===== src/rtl/assert_macros.svh =====
// Assertion macros used by the RTL of the key-value table.
`ifndef ASSERT_MACROS_SVH
`define ASSERT_MACROS_SVH
`ifndef ASSERT_OFF
// Check that a property holds at every clock edge outside reset.
`define ASSERT_CLK(lbl, clk, rstn, prop) \
    lbl: assert property (@(posedge clk) disable iff (!(rstn)) (prop)) \
        else $error("assertion failed");
// Check that a condition never holds outside reset.
`define ASSERT_NEVER(lbl, clk, rstn, cond) \
    lbl: assert property (@(posedge clk) disable iff (!(rstn)) !(cond)) \
        else $error("forbidden condition seen");
`else
`define ASSERT_CLK(lbl, clk, rstn, prop)
`define ASSERT_NEVER(lbl, clk, rstn, cond)
`endif
`endif


===== src/rtl/tkv_pkg.sv =====
// Package: widths, codes and cell-to-cell structs of the key-value table.
`default_nettype none
package tkv_pkg;
    localparam int ENTRIES_DEF = 64;
    localparam int KEY_BYTES   = 8;
    localparam int KEY_W       = 64;
    localparam int VAL_W       = 32;
    localparam int CMD_W       = 3;
    localparam int ST_W        = 2;

    localparam logic [CMD_W-1:0] CMD_SET_INT   = 3'd0;
    localparam logic [CMD_W-1:0] CMD_SET_FLOAT = 3'd1;
    localparam logic [CMD_W-1:0] CMD_GET_INT   = 3'd2;
    localparam logic [CMD_W-1:0] CMD_GET_FLOAT = 3'd3;
    localparam logic [CMD_W-1:0] CMD_REMOVE    = 3'd4;

    localparam logic [ST_W-1:0] STAT_OK        = 2'd0;
    localparam logic [ST_W-1:0] STAT_FULL      = 2'd1;
    localparam logic [ST_W-1:0] STAT_NOT_FOUND = 2'd2;
    localparam logic [ST_W-1:0] STAT_MISMATCH  = 2'd3;

    // Search token handed from cell to cell.
    typedef struct packed {
        logic             valid;
        logic             match_seen;
        logic             free_seen;
        logic             match_float;
        logic [VAL_W-1:0] match_value;
    } token_t;

    // Write-back broadcast to all cells.
    typedef struct packed {
        logic             en;
        logic             use_match;
        logic [KEY_W-1:0] key;
        logic             as_float;
        logic [VAL_W-1:0] value;
    } wr_t;
endpackage
`default_nettype wire


===== src/rtl/tkv_cell.sv =====
// One slot of the table: stored key, type and value, plus one search stage.
`default_nettype none
module tkv_cell (
    input  wire logic                      clk,
    input  wire logic                      rst_n,
    input  wire logic [tkv_pkg::KEY_W-1:0] key,
    input  wire tkv_pkg::token_t           tok_in,
    output tkv_pkg::token_t                tok_out,
    input  wire tkv_pkg::wr_t              wr
);
    logic [tkv_pkg::KEY_W-1:0] key_reg;
    logic                      float_reg;
    logic [tkv_pkg::VAL_W-1:0] value_reg;
    logic                      hit_reg;
    logic                      hit_next;
    logic                      free_reg;
    logic                      free_next;
    tkv_pkg::token_t           tok_reg;
    tkv_pkg::token_t           tok_next;
    logic                      slot_free;
    logic                      match;
    logic                      sel;

    assign slot_free = (key_reg[7:0] == 8'd0);
    assign match     = !slot_free && (key_reg == key);
    assign sel       = wr.use_match ? hit_reg : free_reg;

    always_comb
    begin
        tok_next  = tok_in;
        hit_next  = hit_reg;
        free_next = free_reg;
        if (tok_in.valid)
        begin
            // Claim first match and first free slot as the token passes.
            hit_next  = match && !tok_in.match_seen;
            free_next = slot_free && !tok_in.free_seen;
            if (hit_next)
            begin
                tok_next.match_float = float_reg;
                tok_next.match_value = value_reg;
            end
            tok_next.match_seen = tok_in.match_seen | match;
            tok_next.free_seen  = tok_in.free_seen | slot_free;
        end
    end

    always_ff @(posedge clk or negedge rst_n)
    begin
        if (!rst_n)
        begin
            key_reg   <= '0;
            float_reg <= 1'b0;
            value_reg <= '0;
            hit_reg   <= 1'b0;
            free_reg  <= 1'b0;
            tok_reg   <= '0;
        end
        else
        begin
            hit_reg  <= hit_next;
            free_reg <= free_next;
            tok_reg  <= tok_next;
            if (wr.en && sel)
            begin
                key_reg   <= wr.key;
                float_reg <= wr.as_float;
                value_reg <= wr.value;
            end
        end
    end

    assign tok_out = tok_reg;
endmodule
`default_nettype wire


===== config.mk =====
export PLATFORM = sky130hd
export DESIGN_NAME = tkv_cell
export DESIGN_NICKNAME = d
export VERILOG_FILES = /design/src/rtl/assert_macros.svh /design/src/rtl/tkv_pkg.sv /design/src/rtl/tkv_cell.sv
export SDC_FILE = /design/constraint.sdc
export NUM_CORES = 1
export LEC_CHECK = 0
export ABC_AREA = 1
export BUFFER_PORTS_ARGS = -buffer_cell sky130_fd_sc_hd__buf_2
export CAP_MARGIN = 0
export CORE_MARGIN = 2
export CORE_UTILIZATION = 40
export CTS_BUF_LIST = sky130_fd_sc_hd__clkbuf_4 sky130_fd_sc_hd__clkbuf_8 sky130_fd_sc_hd__clkbuf_16
export DETAILED_ROUTE_END_ITERATION = 8
export GPL_TIMING_DRIVEN = 0
export HOLD_SLACK_MARGIN = 0.12
export PLACE_DENSITY = 0.67
export SLEW_MARGIN = 10
export SYNTH_ARGS = -nofsm -noshare
export SYNTH_HDL_FRONTEND = slang
export SYNTH_SLANG_ARGS = --single-unit
export TNS_END_PERCENT = 5

===== constraint.sdc =====
create_clock -name clk -period 2.8 [get_ports clk]
set_input_delay 0.56 -clock clk [delete_from_list [all_inputs] [get_ports clk]]
set_output_delay 0.56 -clock clk [all_outputs]
set_load 0.1 [all_outputs]

# Yosys cells after proc, flatten, opt, wreduce, memory -nomap -nowiden
# Index checks and enable logic that the tools add are counted.
# totals
ff_bits	135
latch_bits	0
ramBits	0
mem_bits_ro	0
in_bits	201
out_inout_bits	36
elab_cells	24
memories	0
# op_classes
n_addsub	0
mul	0
div_mod_pow	0
n_lt_le_gt_ge	0
eq_ne	1
shift	0
n_mux	3
bitwise_logic	2
n_reduce_logical	8
# op_table
operator	n
equality test 64 bit	1
two-way mux 35 bit	1
two-way mux 33 bit	1
zero test 8 bit	1
logical AND 1 bit	4
zero test 1 bit	3
OR 1 bit	2
two-way mux 1 bit	1

# Longest topological paths before layout
# depth
ltp_word	6
ltp_mapped	13
ltp_nobuf	12

# Worst setup path after synthesis
# Ideal clock, no wire load.
# synth_path
path_type	input-to-reg
from	in wr[97] (netlist name)
to	reg key_reg[36] (netlist name)
setup_ps	125
arrival_time_ps	1593
required_ps	2675
path_slack_ps	1083
path_stages	4
path_buffers	2
path_cell_list	o211ai_1 -> buf_2 -> buf_2 -> mux2_2
# synth_between
elab_chain_len	2
# synth_rtl
item	line_no	text
start: declaration	tkv_cell.sv:9	input wire tkv_pkg::wr_t wr
two-way mux 1 bit	tkv_cell.sv:26	assign sel = wr.use_match ? hit_reg : free_reg;
logical AND 1 bit	tkv_cell.sv:64	if (wr.en && sel)
end signal: assignment	tkv_cell.sv:66	key_reg <= wr.key;
end: declaration	tkv_cell.sv:11	logic [tkv_pkg::KEY_W-1:0] key_reg;
# Every way passes these cells.
# A chain may end at the register's enable or synchronous reset.

# Worst setup path in the final report
# layout_path
from	reg free_reg
to	reg key_reg[37] (netlist name)
# layout_between
elab_chain_len	2
# layout_rtl
item	line_no	text
start: declaration	tkv_cell.sv:16	logic free_reg;
start signal: assignment	tkv_cell.sv:62	free_reg <= free_next;
two-way mux 1 bit	tkv_cell.sv:26	
logical AND 1 bit	tkv_cell.sv:64	
# Every way passes these cells.

==> results.json <==
{
  "synth_nets": 958,
  "max_cap_viol_count": 0,
  "totalPowerFinal_mw": 5.96,
  "numCtsBuffers": 17,
  "htree_levels": 4,
  "yosysTopAreaCellShare_pct": 52.2,
  "largest_register_ffs": 64,
  "synthArstFlopShare_pct": 100,
  "grt_usage_pct": 21.2,
  "yosys_warnings": 0,
  "power.switching_mw": 1.64,
  "critical_path_class": "register to register",
  "die_width_um": 131,
  "grt_max_degree": 84,
  "drc": 0,
  "root_buffer": "clkbuf_16",
  "yosys-top-cells-area": "dfrtp_1 52%, nand2_1 13%, mux2_2 9.4%, inv_1 5.7%, nor2_1 5.2%",
  "cts.sinks": 135,
  "crit_fanout": 10,
  "core_sq_um": 15800,
  "grt_pass1_vias": 5724,
  "synth_seq_cells": 135,
  "powerDensity_nw_per_um2": 690,
  "cellLeakagePower_nw": 4.76,
  "syn_avg_cell_area_sq_um": 8.55,
  "finalCriticalPeriod_ns": 2.11,
  "cp-end-kind": "register",
  "skew_ns": 0.00871,
  "syn_to_final_growth_pct": 33.5,
  "internal_power_mw": 4.32,
  "drtPass1Iterations": 4,
  "core.rowCount": 46,
  "fillers": 1470,
  "finalWirelength_um": 17900,
  "holdWs_ns": 0.336,
  "yosys-top-cells-count": "226 x nand2_1, 135 x dfrtp_1, 98 x inv_1",
  "final_layout_size_suffix_gt1_share_pct": 34.9,
  "finalCritPeriodShare_pct": 75.5,
  "multi_input_area_sq_um": 2540,
  "worst_pin_slew_ns": 0.692,
  "maxSlewHeadroom_pct": 53.9,
  "yosysMostFrequentCell": "nand2_1",
  "combPwrFrac_pct": 18.0,
  "cts_buffer_depth": 2,
  "cts_resized": 0,
  "clockPowerShare_pct": 42.1,
  "outcome": "finished clean",
  "syn_area_sq_um": 6470,
  "die_area_sq_um": 17200,
  "ant_nets": 0,
  "power_frac_seq_pct": 39.9,
  "place_hpwl_um": 13500,
  "synth_edf_count": 0,
  "port_buffers": 236,
  "synthCells": 757,
  "gp_congestion": 0.844,
  "grt_pass1_wl_um": 28500,
  "ir_drop_mv": 0.382,
  "regArea_sq_um": 3380,
  "hold_viol_final": 0,
  "arrival_ns": 2.45,
  "antenna_found_initial": 2,
  "netlist-cell-type-count": 26,
  "rsz0062_at_grt": "false",
  "pre_cts_ws_ns": 0.427,
  "synth-seq-area-share_pct": 52.2,
  "critPathLaunchType": "register",
  "switching_share_pct": 27.5,
  "hold_path_class": "input port to register",
  "drv_slew": 0,
  "io_pins": 237,
  "synth_area_leader_cell": "dfrtp_1",
  "cp_data_required_time_ns": 3.14,
  "vias": 5705,
  "tns_ns": 0,
  "setup_viol": 0,
  "viasPerCell": 4.59,
  "setup_slack_ns": 0.685,
  "insertion_delay_ns": 0.42,
  "path_clk_slew_ns": 0.06,
  "tritoncts": "built",
  "overflow": 0,
  "clock.fmax_mhz": 473,
  "die_h_um": 131,
  "nets": 1215,
  "wl_per_cell_um": 14.4,
  "ys.flop_type": "dfrtp_1",
  "dr.first_iter.drc_count": 275,
  "initial_core_util_pct": 40.9
}
## routing by layer
layer	wire, um	track usage, %
met5	17	0
met4	474	9.12
met3	1200	5.44
met2	8770	35.9
met1	7400	25.8
## repair_timing
action	4_1_cts	5_1_grt
buffers inserted	0	0
setup endpoints to repair	0	0
hold buffers	1	0
hold endpoints to repair	52	0
## power groups by stage
stage               Clock [mW]  Sequential, mW  Combinational (mW)
floorplan                    0            2.57               0.533
finish                    2.51            2.38                1.07
global placement             0            2.40                1.05
detailed placement           0            2.41                1.07
CTS                       2.55            2.38                1.08
global route              2.63            2.41                1.20
## cells by family after synthesis
kind of cell | share of synthesized area (%)
DFF | 52.2
buffers and inverters | 8.51
and+or+nand+nor | 23.4
xor gates and xnor gates | 2.30
muxes | 9.40
AOI/OAI and AO/OA | 4.12
## stage by stage
stage,area [sq um],utilization (%),std cells
after floorplan,6470,-,757
after global placement,7920,50.0,1209
after detailed placement,7950,50.3,1210
after CTS,8630,54.5,1243
after global routing,8630,54.6,1244
final,8630,54.6,1244
## final timing paths
path                               startpoint            end  slack [ns]  cells after the start
worst max register to register       free_reg    key_reg[37]        0.69                      5
max in group asynchronous               rst_n    key_reg[22]        1.34                      3
worst min register to register  value_reg[25]  value_reg[25]        0.50                      1
worst max-delay path                 free_reg    key_reg[37]        0.69                      5
min in group asynchronous               rst_n     key_reg[9]        0.66                      2
worst min-delay path               tok_in[35]    tok_out[35]        0.34                      1
## cell usage in the layout, fill, tap and decap left out, types with 5 or more instances in the layout
master,instances
buf_2,249
nand2_1,226
dfrtp_1,135
inv_1,98
nor2_1,90
mux2_2,54
a21oi_1,43
nand4_1,36
clkbuf_16,17
xnor2_1,14
inv_2,7
nand3_1,6
o21ai_0,5
bufinv_16,5
## worst max-delay path, cell delays in order, from the launching register on
cell	delay, ns
dfrtp_1	0.39
o211ai_1	0.45
buf_2	0.39
buf_1	0.58
nor2_1	0.08
a21oi_1	0.15
## area by class of cell
cell class | count | area share [%]
Tap cell | 216 | 3.13
Buffer | 27 | 1.77
Timing Repair Buffer | 238 | 14.2
Inverter | 106 | 4.61
Clock inverter | 11 | 2.25
Antenna cell | 1 | 0.0290
Clock buffer | 21 | 5.49
Sequential cell | 135 | 39.1
Multi-Input combinational cell | 489 | 29.4
Power figures use the tool's default switching activity.
